[config.mk]
export PLATFORM = sky130hd
export DESIGN_NAME = clc_dabble_stage
export DESIGN_NICKNAME = d
export VERILOG_FILES = /design/src/rtl/core/clc_pkg.sv /design/src/rtl/core/clc_dabble_stage.sv
export SDC_FILE = /design/constraint.sdc
export NUM_CORES = 1
export LEC_CHECK = 0
export BUFFER_PORTS_ARGS = -buffer_cell sky130_fd_sc_hd__buf_2
export CAP_MARGIN = 15
export CORE_ASPECT_RATIO = 0.5
export CORE_MARGIN = 2
export CORE_UTILIZATION = 60
export CTS_BUF_LIST = sky130_fd_sc_hd__clkbuf_4
export DETAILED_ROUTE_END_ITERATION = 12
export MAX_ROUTING_LAYER = met4
export PLACE_DENSITY = 0.82
export SLEW_MARGIN = 20
export SYNTH_ARGS = -nofsm -noshare
export SYNTH_HDL_FRONTEND = slang
export SYNTH_SLANG_ARGS = --single-unit
[constraint.sdc]
create_clock -name clk -period 11.5 [get_ports clk]
set_input_delay 1.725 -clock clk [delete_from_list [all_inputs] [get_ports clk]]
set_output_delay 1.725 -clock clk [all_outputs]
set_load 0.02 [all_outputs]
[src/rtl/core/clc_pkg.sv]
// ----------------------------------------------------------------------------
// clc_pkg
// Shared widths, issuer class codes and helper functions for the card number
// checker: prefix classification, doubled-digit table, multiple-of-ten test.
// ----------------------------------------------------------------------------
package clc_pkg;

    localparam int CARD_W         = 60;
    localparam int DIG_W          = 4;
    localparam int SUM_W          = 8;
    localparam int NUM_DIGITS_DEF = 18;

    // binary to bcd conversion is split into equal slices of input bits
    localparam int BITS_PER_STAGE = 8;
    localparam int DABBLE_STAGES  = (CARD_W + BITS_PER_STAGE - 1) / BITS_PER_STAGE;
    localparam int PAD_W          = DABBLE_STAGES * BITS_PER_STAGE;

    // issuer classes
    typedef enum logic [1:0] {
        KIND_INVALID = 2'd0,
        KIND_P4      = 2'd1,
        KIND_P34_37  = 2'd2,
        KIND_P51_55  = 2'd3
    } card_kind_t;

    // inclusive number ranges of the issuer classes
    localparam logic [CARD_W-1:0] P4_13_LO  = 60'd4000000000000;
    localparam logic [CARD_W-1:0] P4_13_HI  = 60'd4999999999999;
    localparam logic [CARD_W-1:0] P4_16_LO  = 60'd4000000000000000;
    localparam logic [CARD_W-1:0] P4_16_HI  = 60'd4999999999999999;
    localparam logic [CARD_W-1:0] P34_LO    = 60'd340000000000000;
    localparam logic [CARD_W-1:0] P34_HI    = 60'd349999999999999;
    localparam logic [CARD_W-1:0] P37_LO    = 60'd370000000000000;
    localparam logic [CARD_W-1:0] P37_HI    = 60'd379999999999999;
    localparam logic [CARD_W-1:0] P51_55_LO = 60'd5100000000000000;
    localparam logic [CARD_W-1:0] P51_55_HI = 60'd5599999999999999;

    // issuer class from length and leading digits
    function automatic card_kind_t classify(input logic [CARD_W-1:0] v);
        card_kind_t k;
        if ((v >= P4_13_LO && v <= P4_13_HI) || (v >= P4_16_LO && v <= P4_16_HI))
        begin
            k = KIND_P4;
        end
        else if ((v >= P34_LO && v <= P34_HI) || (v >= P37_LO && v <= P37_HI))
        begin
            k = KIND_P34_37;
        end
        else if (v >= P51_55_LO && v <= P51_55_HI)
        begin
            k = KIND_P51_55;
        end
        else
        begin
            k = KIND_INVALID;
        end
        return k;
    endfunction

    // doubled digit with its two decimal digits folded together
    function automatic logic [DIG_W-1:0] luhn_double(input logic [DIG_W-1:0] d);
        logic [DIG_W-1:0] r;
        case (d)
            4'd0:    r = 4'd0;
            4'd1:    r = 4'd2;
            4'd2:    r = 4'd4;
            4'd3:    r = 4'd6;
            4'd4:    r = 4'd8;
            4'd5:    r = 4'd1;
            4'd6:    r = 4'd3;
            4'd7:    r = 4'd5;
            4'd8:    r = 4'd7;
            4'd9:    r = 4'd9;
            default: r = 4'd0;
        endcase
        return r;
    endfunction

    // true when the sum is a multiple of ten
    function automatic logic is_mult10(input logic [SUM_W-1:0] s);
        logic hit;
        hit = 1'b0;
        for (int k = 0; k * 10 < (1 << SUM_W); k++)
        begin
            if (s == SUM_W'(k * 10))
            begin
                hit = 1'b1;
            end
        end
        return hit;
    endfunction

endpackage

[src/rtl/core/clc_dabble_stage.sv]
// ----------------------------------------------------------------------------
// clc_dabble_stage
// One slice of the shift-and-add-3 binary to bcd conversion: takes a fixed
// number of input bits, msb first, into a bcd register of NUM_DIGITS digits.
// Carries out of the top digit are dropped, keeping the low digits only.
// ----------------------------------------------------------------------------
module clc_dabble_stage
    import clc_pkg::*;
#(
    parameter int NUM_DIGITS = NUM_DIGITS_DEF
)
(
    input  logic                        clk,
    input  logic                        rst_n,
    input  logic                        in_valid,
    output logic                        in_ready,
    input  logic [PAD_W-1:0]            in_bin,
    input  logic [NUM_DIGITS*DIG_W-1:0] in_bcd,
    input  card_kind_t                  in_kind,
    output logic                        out_valid,
    input  logic                        out_ready,
    output logic [PAD_W-1:0]            out_bin,
    output logic [NUM_DIGITS*DIG_W-1:0] out_bcd,
    output card_kind_t                  out_kind
);

    localparam int BCD_W = NUM_DIGITS * DIG_W;

    logic             valid_reg;
    logic [PAD_W-1:0] bin_reg;
    logic [PAD_W-1:0] bin_next;
    logic [BCD_W-1:0] bcd_reg;
    logic [BCD_W-1:0] bcd_next;
    card_kind_t       kind_reg;
    logic             load;

    assign load     = !valid_reg || out_ready;
    assign in_ready = load;

    // correct digits of five and above, then shift in the next bit
    always_comb
    begin
        bcd_next = in_bcd;
        bin_next = in_bin;
        for (int j = 0; j < BITS_PER_STAGE; j++)
        begin
            for (int d = 0; d < NUM_DIGITS; d++)
            begin
                if (bcd_next[d*DIG_W +: DIG_W] >= 4'd5)
                begin
                    bcd_next[d*DIG_W +: DIG_W] = bcd_next[d*DIG_W +: DIG_W] + 4'd3;
                end
            end
            bcd_next = {bcd_next[BCD_W-2:0], bin_next[PAD_W-1]};
            bin_next = {bin_next[PAD_W-2:0], 1'b0};
        end
    end

    always_ff @(posedge clk or negedge rst_n)
    begin
        if (!rst_n)
        begin
            valid_reg <= 1'b0;
        end
        else if (load)
        begin
            valid_reg <= in_valid;
        end
    end

    always_ff @(posedge clk)
    begin
        if (load && in_valid)
        begin
            bin_reg  <= bin_next;
            bcd_reg  <= bcd_next;
            kind_reg <= in_kind;
        end
    end

    assign out_valid = valid_reg;
    assign out_bin   = bin_reg;
    assign out_bcd   = bcd_reg;
    assign out_kind  = kind_reg;

endmodule

==> impl.org <==
** Run status
- The flow ran to the end, and the final reports show no timing, DRC or antenna violations.

** Synth
- After synthesis, the most frequently instantiated cells are sky130_fd_sc_hd__nor2_1 (250), sky130_fd_sc_hd__a21oi_1 (239), sky130_fd_sc_hd__nand2_1 (236).
- The most used flip-flop cell after synthesis is sky130_fd_sc_hd__edfxtp_1.
- After synthesis, the largest area contributor takes up between 10% and 20% of total cell area.
- Post-synth design cell area :: 0.0230 sq mm
- Number of flops mapped to enable cells by yosys :: 130
- The synthesized design contains 131 register bits.
- Share of async-settable or async-resettable flops after synthesis :: 0.763%
- sky130_fd_sc_hd__edfxtp_1 takes more of the synthesized area than any other cell.
- A synthesized cell averages 7.61 sq um.
- Post-synthesis sequential area ratio :: 17.1%
- Synth Warn # :: 0
- Library cell with the highest instance count after synthesis :: sky130_fd_sc_hd__nor2_1
- Synth unique cells :: around 130
- Counting every instance in the synthesized netlist gives between 3,000 and 4,000.
- Yosys attributes the largest share of cell area to sky130_fd_sc_hd__edfxtp_1 (17%), sky130_fd_sc_hd__ha_1 (5.9%), sky130_fd_sc_hd__a21oi_1 (5.2%).

** Detailed routing
- After detailed routing, the average wire length per cell comes to 15.2 microns.
- First-pass iteration count of the detailed router :: 6
- After the first detailed-routing iteration, the DRC count stood at 1,754.
- Remaining antenna violation count :: 0
- Routed via count :: 23,800
- In the routed layout, each cell is associated on average with a via count of approximately 6.3.
- DRT Wirelength :: 57,000 microns
- Count of unresolved DRC violations after routing :: 0

** Cells and area
- After routing the design area is 0.0249 sq mm.
- Measured on the finished design, the core utilization comes to 66.2%.
- The layout has 3,237 filler cells.
- The post-route netlist has around 17% of its cells at a drive strength greater than 1.
- Synthesis-to-finish area growth :: 8.19%
- In the final layout, flip-flops and latches occupy 0.00393 sq mm.
- Footprint of the multi-input gates :: 0.0179 sq mm
- Net count reported at finish :: 3,472

** Place
- Gp weighted congestion :: 0.969
- Area after DPL :: 0.0246 sq mm
- Input and output buffers added on the ports amount to 273.
- After legalization and detailed placement, the total HPWL measured 44,100 microns.

** STA
- Setup total negative slack on the finished layout was measured at 0 ns.
- Remaining max-slew budget at the tightest pin :: about a quarter
- At the pin with the least slew margin, the transition time is 1.10 ns.
- The worst path uses roughly 81% of the clock period.
- Setup repair after global routing missed its margin :: no
- Skew final :: just under 0.03 ns
- Highest achievable clock rate :: 0.107 GHz
- The number of endpoints with negative hold slack in the final report was 0.
- Setup violations, final :: 0
- The max-slew violation total from the final report came to 0.
- For the finished layout, the period the worst path requires is 9.33 ns.

** Setup path
- The worst setup path is launched from an input pin.
- The slowest stage of the critical path belongs to the cell sky130_fd_sc_hd__a211oi_1.
- Maximum net fanout on the critical path :: 13
- Critical path arrival :: between 9 and 10 ns
- In this design, the critical path's most frequently occurring cell is sky130_fd_sc_hd__ha_1.
- Worst setup path start :: in_bcd[65]
- Setup crit end kind :: flip-flop
- Data required time at the worst endpoint :: 11.91 ns
- Critical path's largest stage delay :: 0.85 ns
- The startpoint identified for the worst register-to-register timing path is out_valid$_DFFE_PN0N_.
- Category of the most critical setup path :: input pin to flip-flop

** Worst hold path
- Worst hold path class :: flip-flop to flip-flop
- The startpoint identified for the worst hold timing path is out_valid$_DFFE_PN0N_.

** Die
- In this run the horizontal extent of the chip is 281 microns.
- Chip height :: about 140 microns
- The die covers 0.0400 sq mm.
- In this run the core area contains 50 standard-cell rows.
- Effective utilization at floorplan :: 61.2%
- Core area :: 0.0376 sq mm
- Ports :: 282

** Clock tree
- The clock passes through at most 2 buffers.
- TritonCTS sink count :: 131
- TritonCTS clock tree :: yes
- Master cell of the clock root buffer :: sky130_fd_sc_hd__clkbuf_4
- Clock latency on the worst-skew pair, taken at its later pin, is 0.56 ns.
- In this run, post-CTS hold repair placed 0 buffers.
- Post-CTS Repair Setup Buffers :: 0
- TritonCTS created 17 clock buffers.
- Depth of the CTS H-tree :: 4
- Number of cells upsized or downsized after cts :: 0
- After clock tree synthesis, the clock-pin slew on the worst setup and hold paths is 0.16 ns.

** Global routing
- Total grt overflow :: 0
- The number of antenna violations at the first check in global routing came to 1.
- Global-route wire length before repair :: 93,800 microns
- The via count of the first global-routing pass was 21,000.
- Pin count of the biggest net entering global routing :: 74
- Overall fraction of global-route tracks in use :: 27.5%

** Flow run
- Number of maximum-capacitance violations :: 0
[cell families after synthesis]
logic type / Yosys count / synth area share, %
AND/OR/NAND/NOR: 1051 / 22.7
XOR/XNOR: 99 / 4.34
other: 1 / 0.0163
AO/OA/AOI/OAI: 1161 / 36.3
adder cells (fa/ha/maj): 134 / 7.01
flip-flops: 131 / 17.1
buffers and inverters: 294 / 5.29
multiplexers: 153 / 7.26
[flip-flops by register name (all words and copies together), names as in the netlist]
name and count:
out_bcd 72, out_bin 56, out_kind 2, out_valid 1
[path summary, 6_finish.rpt]
path,slack [ns],cells past startpoint,to
min in group asynchronous,0.93,1,out_valid$_DFFE_PN0N_
min reg2reg,0.58,2,out_valid$_DFFE_PN0N_
max,2.17,34,out_bcd[70]$_DFFE_PP_
max in group asynchronous,10.49,1,out_valid$_DFFE_PN0N_
min,0.58,2,out_valid$_DFFE_PN0N_
max reg2reg,9.02,3,out_bin[10]$_DFFE_PP_
[worst max-delay path, delay by kind of cell]
family	cells	cell delay, ns
adder cells (fa/ha/maj)	7	1.77
buffers and inverters	6	0.55
AO/OA/AOI/OAI	12	3.66
AND/OR/NAND/NOR	5	0.82
XOR/XNOR	2	0.63
multiplexers	2	0.61
[stage by stage]
step / setup slack, ns / cells / hold slack [ns]
finish: 2.17 / 3756 / 0.583
global route: 1.42 / 3756 / 0.633
CTS: 2.28 / 3755 / 0.596
detailed placement: 1.67 / 3723 / 0.536
global placement: 2.15 / 3723 / 0.505
floorplan: 3.16 / 3031 / 0.783
[cells in the final DEF (no fill, tap or decap), types with 108 or more instances in the layout]
| master | instances |
|---|---|
| sky130_fd_sc_hd__buf_2 | 273 |
| sky130_fd_sc_hd__nor2_1 | 250 |
| sky130_fd_sc_hd__a21oi_1 | 239 |
| sky130_fd_sc_hd__nand2_1 | 236 |
| sky130_fd_sc_hd__o21ai_0 | 176 |
| sky130_fd_sc_hd__inv_1 | 166 |
| sky130_fd_sc_hd__edfxtp_1 | 130 |
| sky130_fd_sc_hd__nor3_1 | 113 |
| sky130_fd_sc_hd__nand3_1 | 111 |
| sky130_fd_sc_hd__ha_1 | 108 |
[routing by layer]
layer	wire [microns]	vias to the layer above	global-route usage (%)
met5	0	-	-
met4	631	0	4.67
met3	2120	55	2.43
met2	28600	581	49.8
met1	25600	11200	33.9
li1	-	12100	-
[final cells by class]
cell class | instances | area share (%)
clock buffers | 17 | 0.513
multi-input cells | 2606 | 71.9
flip-flops and latches | 131 | 15.8
repair buffers | 277 | 5.61
clock inverters | 15 | 0.714
well taps | 520 | 2.61
inverters | 189 | 2.85
diodes | 1 | 0.0101
Power is left out: the tool's default activity adds up to more than one toggle a clock period on the data nets, which glitch-free logic cannot reach.
