--- src/rtl/core/clc_pkg.sv ---
// ----------------------------------------------------------------------------
// clc_pkg
// Shared widths, issuer class codes and helper functions for the card number
// checker: prefix classification, doubled-digit table, multiple-of-ten test.
// ----------------------------------------------------------------------------
package clc_pkg;

    localparam int CARD_W         = 60;
    localparam int DIG_W          = 4;
    localparam int SUM_W          = 8;
    localparam int NUM_DIGITS_DEF = 18;

    // binary to bcd conversion is split into equal slices of input bits
    localparam int BITS_PER_STAGE = 8;
    localparam int DABBLE_STAGES  = (CARD_W + BITS_PER_STAGE - 1) / BITS_PER_STAGE;
    localparam int PAD_W          = DABBLE_STAGES * BITS_PER_STAGE;

    // issuer classes
    typedef enum logic [1:0] {
        KIND_INVALID = 2'd0,
        KIND_P4      = 2'd1,
        KIND_P34_37  = 2'd2,
        KIND_P51_55  = 2'd3
    } card_kind_t;

    // inclusive number ranges of the issuer classes
    localparam logic [CARD_W-1:0] P4_13_LO  = 60'd4000000000000;
    localparam logic [CARD_W-1:0] P4_13_HI  = 60'd4999999999999;
    localparam logic [CARD_W-1:0] P4_16_LO  = 60'd4000000000000000;
    localparam logic [CARD_W-1:0] P4_16_HI  = 60'd4999999999999999;
    localparam logic [CARD_W-1:0] P34_LO    = 60'd340000000000000;
    localparam logic [CARD_W-1:0] P34_HI    = 60'd349999999999999;
    localparam logic [CARD_W-1:0] P37_LO    = 60'd370000000000000;
    localparam logic [CARD_W-1:0] P37_HI    = 60'd379999999999999;
    localparam logic [CARD_W-1:0] P51_55_LO = 60'd5100000000000000;
    localparam logic [CARD_W-1:0] P51_55_HI = 60'd5599999999999999;

    // issuer class from length and leading digits
    function automatic card_kind_t classify(input logic [CARD_W-1:0] v);
        card_kind_t k;
        if ((v >= P4_13_LO && v <= P4_13_HI) || (v >= P4_16_LO && v <= P4_16_HI))
        begin
            k = KIND_P4;
        end
        else if ((v >= P34_LO && v <= P34_HI) || (v >= P37_LO && v <= P37_HI))
        begin
            k = KIND_P34_37;
        end
        else if (v >= P51_55_LO && v <= P51_55_HI)
        begin
            k = KIND_P51_55;
        end
        else
        begin
            k = KIND_INVALID;
        end
        return k;
    endfunction

    // doubled digit with its two decimal digits folded together
    function automatic logic [DIG_W-1:0] luhn_double(input logic [DIG_W-1:0] d);
        logic [DIG_W-1:0] r;
        case (d)
            4'd0:    r = 4'd0;
            4'd1:    r = 4'd2;
            4'd2:    r = 4'd4;
            4'd3:    r = 4'd6;
            4'd4:    r = 4'd8;
            4'd5:    r = 4'd1;
            4'd6:    r = 4'd3;
            4'd7:    r = 4'd5;
            4'd8:    r = 4'd7;
            4'd9:    r = 4'd9;
            default: r = 4'd0;
        endcase
        return r;
    endfunction

    // true when the sum is a multiple of ten
    function automatic logic is_mult10(input logic [SUM_W-1:0] s);
        logic hit;
        hit = 1'b0;
        for (int k = 0; k * 10 < (1 << SUM_W); k++)
        begin
            if (s == SUM_W'(k * 10))
            begin
                hit = 1'b1;
            end
        end
        return hit;
    endfunction

endpackage

--- src/rtl/core/clc_prefix_stage.sv ---
// ----------------------------------------------------------------------------
// clc_prefix_stage
// Input register of the pipeline: captures the card number and its issuer
// class, and hands the number on zero-padded for the bcd conversion.
// ----------------------------------------------------------------------------
module clc_prefix_stage
    import clc_pkg::*;
(
    input  logic              clk,
    input  logic              rst_n,
    input  logic              in_valid,
    output logic              in_ready,
    input  logic [CARD_W-1:0] in_number,
    output logic              out_valid,
    input  logic              out_ready,
    output logic [PAD_W-1:0]  out_bin,
    output card_kind_t        out_kind
);

    logic              valid_reg;
    logic [CARD_W-1:0] number_reg;
    card_kind_t        kind_reg;
    logic              load;

    // stage takes a request when empty or when its content moves on
    assign load     = !valid_reg || out_ready;
    assign in_ready = load;

    always_ff @(posedge clk or negedge rst_n)
    begin
        if (!rst_n)
        begin
            valid_reg <= 1'b0;
        end
        else if (load)
        begin
            valid_reg <= in_valid;
        end
    end

    // payload with classification
    always_ff @(posedge clk)
    begin
        if (load && in_valid)
        begin
            number_reg <= in_number;
            kind_reg   <= classify(in_number);
        end
    end

    assign out_valid = valid_reg;
    assign out_bin   = {{(PAD_W - CARD_W){1'b0}}, number_reg};
    assign out_kind  = kind_reg;

endmodule

--- config.mk ---
export PLATFORM = sky130hd
export DESIGN_NAME = clc_prefix_stage
export DESIGN_NICKNAME = d
export VERILOG_FILES = /design/src/rtl/core/clc_pkg.sv /design/src/rtl/core/clc_prefix_stage.sv
export SDC_FILE = /design/constraint.sdc
export NUM_CORES = 1
export LEC_CHECK = 0
export BUFFER_PORTS_ARGS = -buffer_cell sky130_fd_sc_hd__clkbuf_2
export CAP_MARGIN = 20
export CORE_ASPECT_RATIO = 1.5
export CORE_MARGIN = 2
export CORE_UTILIZATION = 46
export CTS_BUF_LIST = sky130_fd_sc_hd__clkbuf_8
export CTS_CLUSTER_DIAMETER = 80
export CTS_CLUSTER_SIZE = 30
export DETAILED_ROUTE_END_ITERATION = 12
export GPL_TIMING_DRIVEN = 1
export PLACE_DENSITY = 0.77
export RECOVER_POWER = 100
export SYNTH_ARGS = -nofsm -noshare
export SYNTH_HDL_FRONTEND = slang
export SYNTH_SLANG_ARGS = --single-unit
--- constraint.sdc ---
create_clock -name clk -period 2.2 [get_ports clk]
set_input_delay 0.44 -clock clk [delete_from_list [all_inputs] [get_ports clk]]
set_output_delay 0.44 -clock clk [all_outputs]
set_load 0.005 [all_outputs]
==> results.sh, run 1 <==
export IMPL_status="finished, final reports clean"
export IMPL_ys_seq_elements=63
export IMPL_fillers=652
export IMPL_muxShareOfSynthArea_pct=0.592
export IMPL_cp_required_ns=2.37
export IMPL_synthAdderAreaFrac_pct=0
export IMPL_placedInstanceArea_mm2=0.00435
export IMPL_wirelength_um=10200
export IMPL_io_pins=132
export IMPL_p_clk_share_pct=34.0
export IMPL_cp_slowest_cell="o21ai_0"
export IMPL_report_final_slew_viol_count=0
export IMPL_drv_cap=0
export IMPL_cts_sinks=63
export IMPL_p_leak_uw=0.00157
export IMPL_slowest_delay_ns=0.53
export IMPL_critPathArrivalTime_ns=2.30
export IMPL_crit_top_cell="o21ai_0"
export IMPL_vias=3272
export IMPL_path_max_fanout=8
export IMPL_yosys_area_share_simple_pct=23.1
export IMPL_place_gp_congestion=0.993
export IMPL_setup_tns_ns=0
export IMPL_relSlewSlack_pct=44.3
export IMPL_fmax_mhz=470
export IMPL_core_area_mm2=0.00718
export IMPL_clk_path_buf_depth=2
export IMPL_r2r_setup_slack_ns=0.49
export IMPL_p_sw_share_pct=25.5
export IMPL_rr_worst_depth=3
export IMPL_startpoint_type="input port"
export IMPL_grt_pass1_vias=3030
export IMPL_hold_class="in2reg"
export IMPL_skew_ns=0.0121
export IMPL_rsz0062_at_grt="no"
export IMPL_end_kind="register"
export IMPL_layout_commonest_cell="clkbuf_1"
export IMPL_setup_violations=0
export IMPL_p_int_uw=2060
export IMPL_synth_xor_area_share_pct=0
export IMPL_syn_avg_cell_area_um2=10.9
export IMPL_vdd_drop_max_mv=0.323
export IMPL_grt_overflow_total=0
export IMPL_route_detailed_drc=0
export IMPL_netlist_area_mm2=0.00338
export IMPL_final_nets=532
export IMPL_ctsHoldBuffers=1
export IMPL_firstDrtPassIters=7
export IMPL_cts_root_buf="clkbuf_8"
export IMPL_clk_latency_ns=0.34
export IMPL_drive_gt1_share_pct=21.2
export IMPL_comb_power_share_pct=14.9
export IMPL_track_usage_pct=25.6
export IMPL_seqPwrFrac_pct=51.1
export IMPL_synth_top_family_by_area="simple AND/OR/NAND/NOR gates"
export IMPL_path_cells="clkbuf_2, clkbuf_1, nand2_1, o21ai_0, a21oi_1, nor4bb_1, o21ai_0, o211ai_1"
export IMPL_viasPerCell=5.72
export IMPL_routedWlPerCell_um=17.9
export IMPL_synth_seq_area_share_pct=55.8
export IMPL_synth_distinct_cells=56
export IMPL_portBuffers=127
export IMPL_synth_edf_count=62
export IMPL_grt_pass1_wl_um=15400
export IMPL_multi_input_area_mm2=0.00132
export IMPL_synth_compound_area_share_pct=15.0
export IMPL_die_h_um=109
export IMPL_hold_violations=0
export IMPL_fin_crit_ns=2.13
export IMPL_grt_max_degree=63
export IMPL_syn_inst=311
export IMPL_ant_nets=0
export IMPL_die_area_mm2=0.00807
export IMPL_die_width_um=74.0
export IMPL_synth_ff_type="edfxtp_1"
export IMPL_final_cell_mix="86 x clkbuf_1, 62 x edfxtp_1, 56 x clkbuf_2, 24 x buf_4, 23 x nor2_1"
export IMPL_yosys_warnings=0
export IMPL_layout_worst_path_cycle_share_pct=96.7
export IMPL_dp_hpwl_um=7750
export IMPL_h_tree_depth=3
export IMPL_num_rows=38
export IMPL_seq_area_mm2=0.00189
export IMPL_tritoncts="yes"
export IMPL_whs_path_depth=1
export IMPL_async_flop_share_pct=1.59
export IMPL_cts_resized=0
export IMPL_clk_pin_slew_ns=0.06
export IMPL_grt_antenna_before_repair=0
export IMPL_drtIter0Drc=198
export IMPL_powerDensity_mw_per_mm2=632
export IMPL_largest_reg_flops=60
export IMPL_cts_buffers=9
export IMPL_initial_core_util_pct=47.1
export IMPL_p_sw_uw=706
export IMPL_tightest_slew_ns=0.836
export IMPL_antenna_cells=0
export IMPL_final_area_mm2=0.00437
export IMPL_path_class="in2reg"
export IMPL_area_growth_syn_to_layout_pct=29.3
export IMPL_cts_setup_buffers=0
## metrics by stage
step	cells	worst slack (ns)	util, %	hold WS, ns	power (µW)
global route	572	0.0321	60.9	0.287	2870
CTS	572	0.195	63.2	0.276	2820
detailed placement	556	-0.166	60.6	0.217	1880
floorplan	314	0.108	-	0.144	1630
finish	572	0.0726	60.9	0.293	2770
global placement	556	-0.159	60.6	0.215	1870
## per-layer routing
metal  part of all wire [%]  vias to the layer above  routed length, µm  track usage, %
met4                    3.0                        0                308            11.8
met3                    5.7                       20                583            4.16
li1                       -                     1540                  -               -
met2                     51                      153               5250            42.3
met5                      0                        -                  0               0
met1                     40                     1559               4090            32.4
## path summary, 6_finish.rpt
path                          startpoint              to
hold / removal             in_number[53]  number_reg[53]
max in group asynchronous          rst_n       out_valid
hold reg to reg                out_valid       out_valid
setup / recovery           in_number[40]     out_kind[1]
setup reg to reg               out_valid   number_reg[0]
min in group asynchronous          rst_n       out_valid
## worst max-delay path, delay by kind of cell
kind / cells / cell delay, ns
buffers and inverters: 2 / 0.40
AND/OR/NAND/NOR: 2 / 0.37
AO/OA/AOI/OAI: 4 / 1.08
## power by group through the flow
stage / clock, µW / sequential, µW / combinational, µW
floorplan: 0 / 1450 / 182
global placement: 0 / 1440 / 435
detailed placement: 0 / 1440 / 440
CTS: 963 / 1410 / 443
global route: 1000 / 1420 / 451
finish: 939 / 1410 / 412
## cell usage after synthesis, types with 6 or more instances
library cell	instances	area, µm²
nor4_1	7	43.8
clkbuf_1	15	56.3
a21oi_1	18	90.1
nand4_1	13	81.3
edfxtp_1	62	1860
nand3_1	16	80.1
nor2_1	23	86.3
nor3_1	17	85.1
nand4b_1	6	52.6
o21ai_0	20	100
nand2_1	17	63.8
buf_4	8	60.1
and4_1	7	61.3
## cells by family (layout without fill, tap and decap cells)
logic type | Yosys count | in the layout
simple gates | 136 | 136
compound gates | 77 | 77
flops | 63 | 63
buf+inv | 32 | 190
mux | 2 | 2
other cells | 1 | 4
## area by class of cell
cell class | count | share of cell area, %
Clock buffer | 9 | 2.83
Clock inverter | 6 | 1.23
Inverter | 3 | 0.258
Multi-Input combinational cell | 219 | 30.3
Sequential cell | 63 | 43.1
Tap cell | 100 | 2.86
Timing Repair Buffer | 172 | 19.4
(Power assumes the default switching activity.)
==> inputs of run 2 (changes only) <==
--- a/config.mk
+++ b/config.mk
@@ -15,7 +15,7 @@
 export CTS_CLUSTER_SIZE = 30
 export DETAILED_ROUTE_END_ITERATION = 12
 export GPL_TIMING_DRIVEN = 1
-export PLACE_DENSITY = 0.77
+export PLACE_DENSITY = 0.78
 export RECOVER_POWER = 100
 export SYNTH_ARGS = -nofsm -noshare
 export SYNTH_HDL_FRONTEND = slang
==> results.sh, run 2 (synthesis gave the netlist of run 1 again) <==
export IMPL_status="finished, final reports clean"
export IMPL_clk_pin_slew_ns=0.06
export IMPL_fillers=654
export IMPL_track_usage_pct=24.9
export IMPL_rsz0062_at_grt="no"
export IMPL_slowest_delay_ns=0.47
export IMPL_path_class="in2reg"
export IMPL_core_area_mm2=0.00718
export IMPL_num_rows=38
export IMPL_p_leak_uw=0.00159
export IMPL_io_pins=132
export IMPL_place_gp_congestion=0.933
export IMPL_viasPerCell=5.73
export IMPL_skew_ns=0.00677
export IMPL_die_h_um=109
export IMPL_routedWlPerCell_um=17.2
export IMPL_dp_hpwl_um=7580
export IMPL_ant_nets=0
export IMPL_drive_gt1_share_pct=20.7
export IMPL_clk_path_buf_depth=2
export IMPL_vias=3311
export IMPL_end_kind="register"
export IMPL_setup_violations=0
export IMPL_drtIter0Drc=239
export IMPL_hold_class="in2reg"
export IMPL_hold_violations=0
export IMPL_die_area_mm2=0.00807
export IMPL_placed_cells=561
export IMPL_cts_sinks=63
export IMPL_grt_max_degree=63
export IMPL_cts_root_buf="clkbuf_8"
export IMPL_initial_core_util_pct=47.1
export IMPL_cts_buffers=9
export IMPL_fin_ws_ns=0.175
export IMPL_relSlewSlack_pct=43.9
export IMPL_cp_required_ns=2.26
export IMPL_r2r_setup_slack_ns=0.49
export IMPL_layout_cells_non_filler=578
export IMPL_tritoncts="yes"
export IMPL_cts_setup_buffers=0
export IMPL_die_width_um=74.0
export IMPL_vdd_drop_max_mv=0.296
export IMPL_final_area_mm2=0.00441
export IMPL_area_growth_syn_to_layout_pct=30.4
export IMPL_wirelength_um=9930
export IMPL_placedInstanceArea_mm2=0.00438
export IMPL_clk_latency_ns=0.34
export IMPL_fmax_mhz=494
export IMPL_startpoint_type="input port"
export IMPL_portBuffers=127
export IMPL_tightest_slew_ns=0.841
export IMPL_path_cells="clkbuf_1, nor4b_1, and3b_1, and4_1, nand4_1, o2111ai_1, o311ai_0"
export IMPL_drv_cap=0
export IMPL_grt_pass1_vias=3206
export IMPL_antenna_cells=0
export IMPL_h_tree_depth=3
export IMPL_final_cell_mix="94 x clkbuf_1, 62 x edfxtp_1, 44 x clkbuf_2, 36 x buf_4, 23 x nor2_1"
export IMPL_layout_commonest_cell="clkbuf_1"
export IMPL_largest_reg_flops=60
export IMPL_final_nets=537
export IMPL_layout_worst_path_cycle_share_pct=92.0
export IMPL_grt_overflow_total=0
export IMPL_grt_antenna_before_repair=0
export IMPL_place_ws_ns=-0.133
export IMPL_critPathArrivalTime_ns=2.08
export IMPL_path_delay_family="simple AND/OR/NAND/NOR gates"
export IMPL_firstDrtPassIters=5
export IMPL_hold_ws_ns=0.294
export IMPL_path_max_fanout=7
export IMPL_route_detailed_drc=0
export IMPL_critPathBufInv=1
export IMPL_powerDensity_mw_per_mm2=627
export IMPL_grt_pass1_wl_um=15000
export IMPL_report_final_slew_viol_count=0
export IMPL_cp_slowest_cell="nor4b_1"
export IMPL_fin_crit_ns=2.02
[run 2: layout make-up]
class	count	area [µm²]	share of cell area [%]
clock buffer	9	124	2.81
clock inverter	7	57.6	1.31
inverter	3	11.3	0.255
multi-input combinational	219	1320	30.0
sequential	63	1890	42.8
tap	100	125	2.84
timing repair buffer	177	881	20.0
[run 2: report_power, final]
group	switching, µW	internal (µW)
registers	16.3	1400
clock network	431	505
logic	251	164
[run 2: worst paths after layout]
kind,from,endpoint,cells past startpoint
max in group asynchronous,rst_n,out_valid,2
setup / recovery,in_number[36],out_kind[0],7
hold reg to reg,out_valid,out_valid,2
min in group asynchronous,rst_n,out_valid,2
setup reg to reg,out_valid,number_reg[42],3
hold / removal,in_number[57],number_reg[57],1
[run 2: through the flow]
stage | util [%] | total power (µW) | TNS, ns
floorplan | - | 1630 | 0
global placement | 60.9 | 1870 | -0.0944
detailed placement | 60.9 | 1880 | -0.133
CTS | 63.6 | 2820 | 0
global route | 61.4 | 2880 | 0
finish | 61.4 | 2770 | 0
[run 2: layer usage]
| layer | share of wire, % | global-route usage, % | vias up |
|---|---|---|---|
| li1 | - | - | 1543 |
| met1 | 38 | 29.8 | 1569 |
| met2 | 52 | 40.1 | 162 |
| met3 | 6.2 | 4.90 | 37 |
| met4 | 3.9 | 15.8 | 0 |
| met5 | 0 | 0 | - |
[run 2: what timing repair did]
| action | CTS | global route |
|---|---|---|
| hold endpoints to repair | 1 | 0 |
| setup endpoints to repair | 0 | 0 |
| hold buffers | 1 | 0 |
| resized for setup | 0 | 0 |
