==> src/rtl/core/clc_pkg.sv <==
// ----------------------------------------------------------------------------
// clc_pkg
// Shared widths, issuer class codes and helper functions for the card number
// checker: prefix classification, doubled-digit table, multiple-of-ten test.
// ----------------------------------------------------------------------------
package clc_pkg;

    localparam int CARD_W         = 60;
    localparam int DIG_W          = 4;
    localparam int SUM_W          = 8;
    localparam int NUM_DIGITS_DEF = 18;

    // binary to bcd conversion is split into equal slices of input bits
    localparam int BITS_PER_STAGE = 8;
    localparam int DABBLE_STAGES  = (CARD_W + BITS_PER_STAGE - 1) / BITS_PER_STAGE;
    localparam int PAD_W          = DABBLE_STAGES * BITS_PER_STAGE;

    // issuer classes
    typedef enum logic [1:0] {
        KIND_INVALID = 2'd0,
        KIND_P4      = 2'd1,
        KIND_P34_37  = 2'd2,
        KIND_P51_55  = 2'd3
    } card_kind_t;

    // inclusive number ranges of the issuer classes
    localparam logic [CARD_W-1:0] P4_13_LO  = 60'd4000000000000;
    localparam logic [CARD_W-1:0] P4_13_HI  = 60'd4999999999999;
    localparam logic [CARD_W-1:0] P4_16_LO  = 60'd4000000000000000;
    localparam logic [CARD_W-1:0] P4_16_HI  = 60'd4999999999999999;
    localparam logic [CARD_W-1:0] P34_LO    = 60'd340000000000000;
    localparam logic [CARD_W-1:0] P34_HI    = 60'd349999999999999;
    localparam logic [CARD_W-1:0] P37_LO    = 60'd370000000000000;
    localparam logic [CARD_W-1:0] P37_HI    = 60'd379999999999999;
    localparam logic [CARD_W-1:0] P51_55_LO = 60'd5100000000000000;
    localparam logic [CARD_W-1:0] P51_55_HI = 60'd5599999999999999;

    // issuer class from length and leading digits
    function automatic card_kind_t classify(input logic [CARD_W-1:0] v);
        card_kind_t k;
        if ((v >= P4_13_LO && v <= P4_13_HI) || (v >= P4_16_LO && v <= P4_16_HI))
        begin
            k = KIND_P4;
        end
        else if ((v >= P34_LO && v <= P34_HI) || (v >= P37_LO && v <= P37_HI))
        begin
            k = KIND_P34_37;
        end
        else if (v >= P51_55_LO && v <= P51_55_HI)
        begin
            k = KIND_P51_55;
        end
        else
        begin
            k = KIND_INVALID;
        end
        return k;
    endfunction

    // doubled digit with its two decimal digits folded together
    function automatic logic [DIG_W-1:0] luhn_double(input logic [DIG_W-1:0] d);
        logic [DIG_W-1:0] r;
        case (d)
            4'd0:    r = 4'd0;
            4'd1:    r = 4'd2;
            4'd2:    r = 4'd4;
            4'd3:    r = 4'd6;
            4'd4:    r = 4'd8;
            4'd5:    r = 4'd1;
            4'd6:    r = 4'd3;
            4'd7:    r = 4'd5;
            4'd8:    r = 4'd7;
            4'd9:    r = 4'd9;
            default: r = 4'd0;
        endcase
        return r;
    endfunction

    // true when the sum is a multiple of ten
    function automatic logic is_mult10(input logic [SUM_W-1:0] s);
        logic hit;
        hit = 1'b0;
        for (int k = 0; k * 10 < (1 << SUM_W); k++)
        begin
            if (s == SUM_W'(k * 10))
            begin
                hit = 1'b1;
            end
        end
        return hit;
    endfunction

endpackage

==> src/rtl/core/clc_luhn_sum.sv <==
// ----------------------------------------------------------------------------
// clc_luhn_sum
// Luhn digit sum over the decimal digits in two register stages: doubled
// digit mapping and group sums first, then the total, the modulo ten test
// and the final class, which also form the output register.
// ----------------------------------------------------------------------------
module clc_luhn_sum
    import clc_pkg::*;
#(
    parameter int NUM_DIGITS = NUM_DIGITS_DEF
)
(
    input  logic                        clk,
    input  logic                        rst_n,
    input  logic                        in_valid,
    output logic                        in_ready,
    input  logic [NUM_DIGITS*DIG_W-1:0] in_bcd,
    input  card_kind_t                  in_kind,
    output logic                        out_valid,
    input  logic                        out_stall,
    output logic [1:0]                  card_kind,
    output logic                        luhn_ok,
    output logic [SUM_W-1:0]            luhn_sum
);

    localparam int GROUP_DIGITS = 4;
    localparam int GROUPS       = (NUM_DIGITS + GROUP_DIGITS - 1) / GROUP_DIGITS;
    localparam int GRP_W        = 6;

    logic             a_valid_reg;
    logic [GRP_W-1:0] grp_reg [GROUPS];
    logic [GRP_W-1:0] grp_next [GROUPS];
    card_kind_t       a_kind_reg;
    logic             a_load;

    logic             b_valid_reg;
    logic [SUM_W-1:0] sum_reg;
    logic [SUM_W-1:0] sum_next;
    logic             ok_reg;
    logic             ok_next;
    card_kind_t       kind_reg;
    logic             b_load;

    assign b_load   = !b_valid_reg || !out_stall;
    assign a_load   = !a_valid_reg || b_load;
    assign in_ready = a_load;

    // digit weighting: every second digit from the right, starting with the second, is doubled
    always_comb
    begin
        for (int g = 0; g < GROUPS; g++)
        begin
            grp_next[g] = '0;
        end
        for (int d = 0; d < NUM_DIGITS; d++)
        begin
            if (d % 2 == 1)
            begin
                grp_next[d / GROUP_DIGITS] = grp_next[d / GROUP_DIGITS]
                    + GRP_W'(luhn_double(in_bcd[d*DIG_W +: DIG_W]));
            end
            else
            begin
                grp_next[d / GROUP_DIGITS] = grp_next[d / GROUP_DIGITS]
                    + GRP_W'(in_bcd[d*DIG_W +: DIG_W]);
            end
        end
    end

    always_ff @(posedge clk or negedge rst_n)
    begin
        if (!rst_n)
        begin
            a_valid_reg <= 1'b0;
        end
        else if (a_load)
        begin
            a_valid_reg <= in_valid;
        end
    end

    always_ff @(posedge clk)
    begin
        if (a_load && in_valid)
        begin
            grp_reg    <= grp_next;
            a_kind_reg <= in_kind;
        end
    end

    // total and modulo ten test
    always_comb
    begin
        sum_next = '0;
        for (int g = 0; g < GROUPS; g++)
        begin
            sum_next = sum_next + SUM_W'(grp_reg[g]);
        end
        ok_next = is_mult10(sum_next);
    end

    always_ff @(posedge clk or negedge rst_n)
    begin
        if (!rst_n)
        begin
            b_valid_reg <= 1'b0;
        end
        else if (b_load)
        begin
            b_valid_reg <= a_valid_reg;
        end
    end

    // output register, class forced invalid on a failed check
    always_ff @(posedge clk)
    begin
        if (b_load && a_valid_reg)
        begin
            sum_reg  <= sum_next;
            ok_reg   <= ok_next;
            kind_reg <= ok_next ? a_kind_reg : KIND_INVALID;
        end
    end

    assign out_valid = b_valid_reg;
    assign card_kind = kind_reg;
    assign luhn_ok   = ok_reg;
    assign luhn_sum  = sum_reg;

endmodule

==> config.mk <==
export PLATFORM = sky130hd
export DESIGN_NAME = clc_luhn_sum
export DESIGN_NICKNAME = d
export VERILOG_FILES = /design/src/rtl/core/clc_pkg.sv /design/src/rtl/core/clc_luhn_sum.sv
export SDC_FILE = /design/constraint.sdc
export NUM_CORES = 1
export LEC_CHECK = 0
export BUFFER_PORTS_ARGS = -buffer_cell sky130_fd_sc_hd__buf_2
export CORE_ASPECT_RATIO = 1.4
export CORE_MARGIN = 3
export CORE_UTILIZATION = 55
export CTS_CLUSTER_DIAMETER = 100
export DETAILED_ROUTE_END_ITERATION = 10
export GPL_ROUTABILITY_DRIVEN = 0
export PLACE_DENSITY_LB_ADDON = 0.05
export SLEW_MARGIN = 10
export SYNTH_ARGS = -nofsm -noshare
export SYNTH_HDL_FRONTEND = slang
export SYNTH_SLANG_ARGS = --single-unit
==> constraint.sdc <==
create_clock -name clk -period 8.8 [get_ports clk]
set_input_delay 1.32 -clock clk [delete_from_list [all_inputs] [get_ports clk]]
set_output_delay 1.32 -clock clk [all_outputs]
set_load 0.02 [all_outputs]
==> results of run 1 <==
worst paths after layout:
kind / from / cells past startpoint / to / slack (ps)
min in group asynchronous: rst_n / 1 / a_valid_reg / 790
hold reg to reg: a_valid_reg / 1 / out_valid / 490
max in group asynchronous: rst_n / 1 / out_valid / 7920
hold / removal: a_valid_reg / 1 / out_valid / 490
setup / recovery: grp_reg[1] / 13 / card_kind[0] / 4300
setup reg to reg: grp_reg[1] / 13 / card_kind[0] / 4300
cells in the final DEF (no fill, tap or decap), types with 7 or more instances in the layout:
cell type	n
buf_2	90
inv_1	89
fa_1	49
edfxtp_1	42
ha_1	34
nor2_1	27
nand2b_1	25
a21oi_1	23
o21ai_0	23
nand2_1	18
nor2b_1	15
xnor2_1	12
nand3_1	10
a21o_1	10
mux2i_1	10
or3_1	7
o22ai_1	7
per-stage QoR:
step / instance area [µm²] / worst slack [ps] / hold WS [ps] / instances
final: 5263 / 4296 / 490.2 / 654
after global routing: 5263 / 4130 / 524.9 / 654
after CTS: 5263 / 4274 / 492.1 / 654
after detailed placement: 5147 / 4304 / 472.3 / 646
after global placement: 5147 / 4460 / 456.6 / 646
after floorplan: 4581 / 4617 / 443.4 / 458
final cells by class:
cell class,count,area [µm²]
Tap cell,100,125.1
Fill cell,660,2678
Multi-Input combinational cell,320,2908
Clock inverter,3,46.29
Inverter,90,337.8
Sequential cell,44,1311
Timing Repair Buffer,92,465.4
Clock buffer,5,68.82
logic make-up (layout without fill, tap and decap cells):
family,after synthesis,after routing
compound gates,88,88
xor+xnor,15,15
fa+ha+maj,83,83
buf+inv,94,190
flops,44,44
mux,11,11
simple gates,123,123
metal layers:
metal / global-route usage, % / part of all wire, % / vias up
met2: 36.78 / 58 / 67
met5: 0 / 0 / -
met1: 19.11 / 37 / 1642
met4: 5.125 / 1.9 / 0
li1: - / - / 1728
met3: 2.457 / 3.1 / 17
critical path: cells and delay by family (launching register included):
family | cells | cell delay [ps]
buffers and inverters | 2 | 200
adder cells (fa/ha/maj) | 5 | 2150
AO/OA/AOI/OAI | 1 | 50
XOR/XNOR | 1 | 200
flip-flops | 1 | 400
AND/OR/NAND/NOR | 4 | 1240
==> results.md, run 1 <==
* RSZ-0062 raised after global routing: false
* DR WL/cell at ~13 µm
* Count leader, synth: inv_1
* Cell Area, Synth at between 4000 and 5000 µm²
* Status: finished clean
* Drt pass-1 iters at 4
* Vias/cell at 5.281
* Final setup fails at 0
* Sequential share of the synthesized area at 28.63%
* FFs w/ async S/R, synth at 4.545%
* Core Box Area at 7940 µm²
* Root buf cell: clkbuf_8
* Peak Freq at approximately 220 MHz
* Max incr delay on CP at 580 ps
* Final period utilization at 51.18%
* Sum Neg Setup Slack at 0 ps
* Ys Warns at 0
* Startpoint Class: flop
* Mapped Nets at 619
* Antenna violations before repair at 0
* Synth Area in XOR/XNOR at between 3 and 4%
* Layout cells sized above 1 at 20.94%
* Top post-synthesis cells by count: 89 x inv_1, 49 x fa_1, 42 x edfxtp_1, 34 x ha_1, 27 x nor2_1
* Yosys cell types at 54
* Die X at 83.13 µm
* Rel. slew slack at between 70% and 80%
* Share of Yosys cell area claimed by the top area cell type at 27.53%
* Gr ovfl total at 0
* Compound-Gate Fraction of Synth Area at approximately an eighth
* N_diodes at 0
* Setup Skew at about 8 ps
* IO Port Bufs at 90
* Row count at 38
* Clk_lat worst skew at 300 ps
* Worst EP arrival at about 4500 ps
* Longest Clk Path Bufs at 2
* Vias at 3454
* # IOs at 91
* Avg Inst Size Synth at 10.00 µm²
* Critical Path, Cell by Cell: fa_1, fa_1, fa_1, ha_1, inv_1, fa_1, xor2_2, inv_2, or3_1, a211oi_1, or4_1, nor4_2, nor4b_1
* DPL Wire Length at 7067 µm
* Simple-gate share of the synthesized area at 14.78%
* GRT Util Overall at 18.11%
* Post-Syn Instances at 458
* Mux cell area share after synthesis at roughly 2.4%
* Clock slew at reported path FFs at 90 ps
* Post-route ant nets at 0
* Net count, final at 714
* Max FFs per register at 29
* Final core utilization at 66.28%
* Most used cell along the critical path: fa_1
* Max Slew Vio Count at 0
* Main combinational cell family by area after synthesis: adder cells
* First-pass GRT wire length at 14030 µm
* Area contributors post-synth: edfxtp_1 28%, fa_1 21%, ha_1 9.3%, inv_1 7.3%, nand2b_1 3.4%
* Crit path kind: reg -> reg
* Final Critical Period at around 4500 ps
* H-tree depth at 2
* Hold crit path type: reg -> reg
* Die Area at about 9500 µm²
* Seq cells post-synth at 44
* Die H at 114.0 µm
* Required time worst endpoint at 8830 ps
* Post-synth EDFFs at between 40 and 50
* Critical path fanouts, max at 6
* TritonCTS buffer count at 5
* CTS tree: built
* CTS Hold Buffers Added at 0
* Vias in the first global route at 3455
* Layout area overhead at 14.89%
* Initial DRC count at 143
* Clk sinks at 44
* # resized after CTS at 0
* CP max stage cell: or4_1
* Tightest Pin Transition at 409.2 ps
* Hold Vio Cnt, Final at 0
* Post-Synth Adder-Cell Area at 30.70%
* Maxcap violations at 0
* Leading area contributor after synthesis: edfxtp_1
* Largest net degree at the start of global routing at 32
* Drc violations at 0
* WL final at 8193 µm
* Critical Path End Type: flop
* Prevailing post-synth register cell: edfxtp_1
* Post-CTS Setup Inserts at 0
* Initial core utilization at roughly 58%
Power of run 1 is left out: the tool's default activity adds up to more than one toggle a clock period on the data nets, which glitch-free logic cannot reach.
==> run 2: changes to the inputs <==
==> constraint.sdc (replaced) <==
create_clock -name clk -period 4.5 [get_ports clk]
set_input_delay 0.675 -clock clk [delete_from_list [all_inputs] [get_ports clk]]
set_output_delay 0.675 -clock clk [all_outputs]
set_load 0.02 [all_outputs]
==> run 2 against run 1 <==
Against the previous run: die area is the same; sequential cell count unchanged; utilization rose by 0.58 points; count of clock-buffer cells in the layout did not move; sequential share of layout area is 0.22 points lower; critical endpoint is now luhn_ok; largest cell class unchanged.
==> results.md, run 2 (synthesis results as in run 1) <==
* Status: finished clean
* Clock slew at reported path FFs at 90 ps
* Most used cell along the critical path: fa_1
* Worst R2R Setup Slack at 200 ps
* Startpoint Class: flop
* CTS tree: built
* Most common cell after layout, fill and taps aside: buf_2
* Largest net degree at the start of global routing at 17
* Rel. slew slack at just over 50%
* Row count at 38
* Worst EP arrival at 4340 ps
* Routing usage on met2 at 37.42%
* Hold slack at 141.9 ps
* Post-route ant nets at 0
* Setup Skew at 3.661 ps
* Final period utilization at 95.47%
* Core Box Area at slightly below 8000 µm²
* Longest Clk Path Bufs at 2
* Tightest Pin Transition at 734.7 ps
* Initial DRC count at 99
* Fillers at 644
* Initial core utilization at 57.69%
* GRT Util Overall at 18.43%
* H-tree depth at 2
* Max incr delay on CP at 590 ps
* Vias/cell at 5.271
* Final setup fails at 0
* Drt pass-1 iters at 4
* N_diodes at 0
* Clk_lat worst skew at 300 ps
* Maxcap violations at 0
* Critical Path, Cell by Cell: fa_1, fa_1, fa_1, ha_1, inv_1, fa_1, xor2_2, inv_2, or3_1, a211oi_1, or4_4, nor4_4, nor3_1
* Drc violations at 0
* R2R Path End: luhn_ok
* CTS Hold Buffers Added at 0
* DPL Wire Length at 7028 µm
* M1 GR Usage at 20.25%
* Die H at roughly 110 µm
* Commonest non-fill, non-tap cells in the layout: 90 x buf_2, 89 x inv_1, 49 x fa_1, 42 x edfxtp_1, 34 x ha_1
* First-pass GRT wire length at about 14000 µm
* IO Port Bufs at 90
* Max FFs per register at 29
* R2R cell count at 13
* Hold crit path type: in -> async
* Required time worst endpoint at between 4000 and 5000 ps
* Top Usage Layer GRT: met2
* Die Area at 9475 µm²
* Final Critical Period at 4296 ps
* Peak Freq at 232.8 MHz
* Crit path kind: reg -> reg
* Critical R2R Launch: grp_reg[1]
* Hold Vio Cnt, Final at 0
* Net count, final at about 720
* Critical Path End Type: flop
* Vias at 3458
* Gr ovfl total at 0
* Clk sinks at 44
* WL final at 8174 µm
* DR WL/cell at about 12 µm
* TritonCTS buffer count at 5
* Critical path fanouts, max at 5
* Die X at 83.13 µm
* Vias in the first global route at 3499
* GR Layer Usage met3 at 1.662%
* # IOs at 91
* CP max stage cell: fa_1
* Layout area overhead at 15.90%
* Root buf cell: clkbuf_8
* Max Slew Vio Count at 0
* Layout cells sized above 1 at 21.94%
* Worst Setup SP: grp_reg[1]
* Antenna violations before repair at 0
==> run 2: changes by cell type in the layout (fill, tap and decap cells not counted), sizes merged <==
cell  before  now
buf       92   94
==> run 2: layout make-up <==
| type | instances | area, µm² | area share, % |
|---|---|---|---|
| Multi-Input combinational cell | 320 | 2939 | 55.36 |
| Clock inverter | 3 | 46.29 | 0.8720 |
| Clock buffer | 5 | 68.82 | 1.296 |
| Sequential cell | 44 | 1311 | 24.70 |
| Timing Repair Buffer | 94 | 480.5 | 9.050 |
| Tap cell | 100 | 125.1 | 2.357 |
| Inverter | 90 | 337.8 | 6.363 |
==> run 2: per-layer routing <==
metal  routed length (µm)  up-vias
li1                     -     1734
met1                 3089     1648
met2                 4720       63
met3                  226       13
met4                  137        0
met5                    0        -
==> run 2: what timing repair did <==
item / CTS / global route
endpoints found under the hold margin: 0 / 0
setup endpoints to repair: 3 / 3
pin swaps: 0 / 1
buffers inserted: 0 / 2
resized for setup: 1 / 4
gates cloned: 0 / 0
==> run 2: how the worst max path moves through the flow <==
stage | cells past startpoint | slack, ps | endpoint
final | 13 | 200 | luhn_ok
after detailed placement | 13 | 40 | luhn_ok
after global placement | 13 | 160 | card_kind[1]
after CTS | 13 | 10 | luhn_ok
after floorplan | 13 | 320 | card_kind[0]
after global routing | 13 | -20 | card_kind[1]
==> run 2: stage by stage <==
stage | area [µm²] | util [%] | std cells | TNS, ps | setup slack [ps]
4_1_cts | 5271 | 66.39 | 654 | 0 | 9.606
3_5_place_dp | 5147 | 64.83 | 646 | 0 | 39.62
2_1_floorplan | 4581 | - | 458 | 0 | 316.7
6_report | 5309 | 66.86 | 656 | 0 | 203.9
3_3_place_gp | 5147 | 64.83 | 646 | 0 | 157.4
5_1_grt | 5309 | 66.86 | 656 | -23.99 | -22.16
==> run 2: critical path: cells and delay by family (launching register included) <==
kind	cells	cell delay (ps)
xor gates and xnor gates	1	200
adders and majority gates	5	2140
buffers and inverters	2	140
DFF	1	430
and+or+nand+nor	4	1080
AOI/OAI and AO/OA	1	50
Power of run 2 is left out for the same reason.
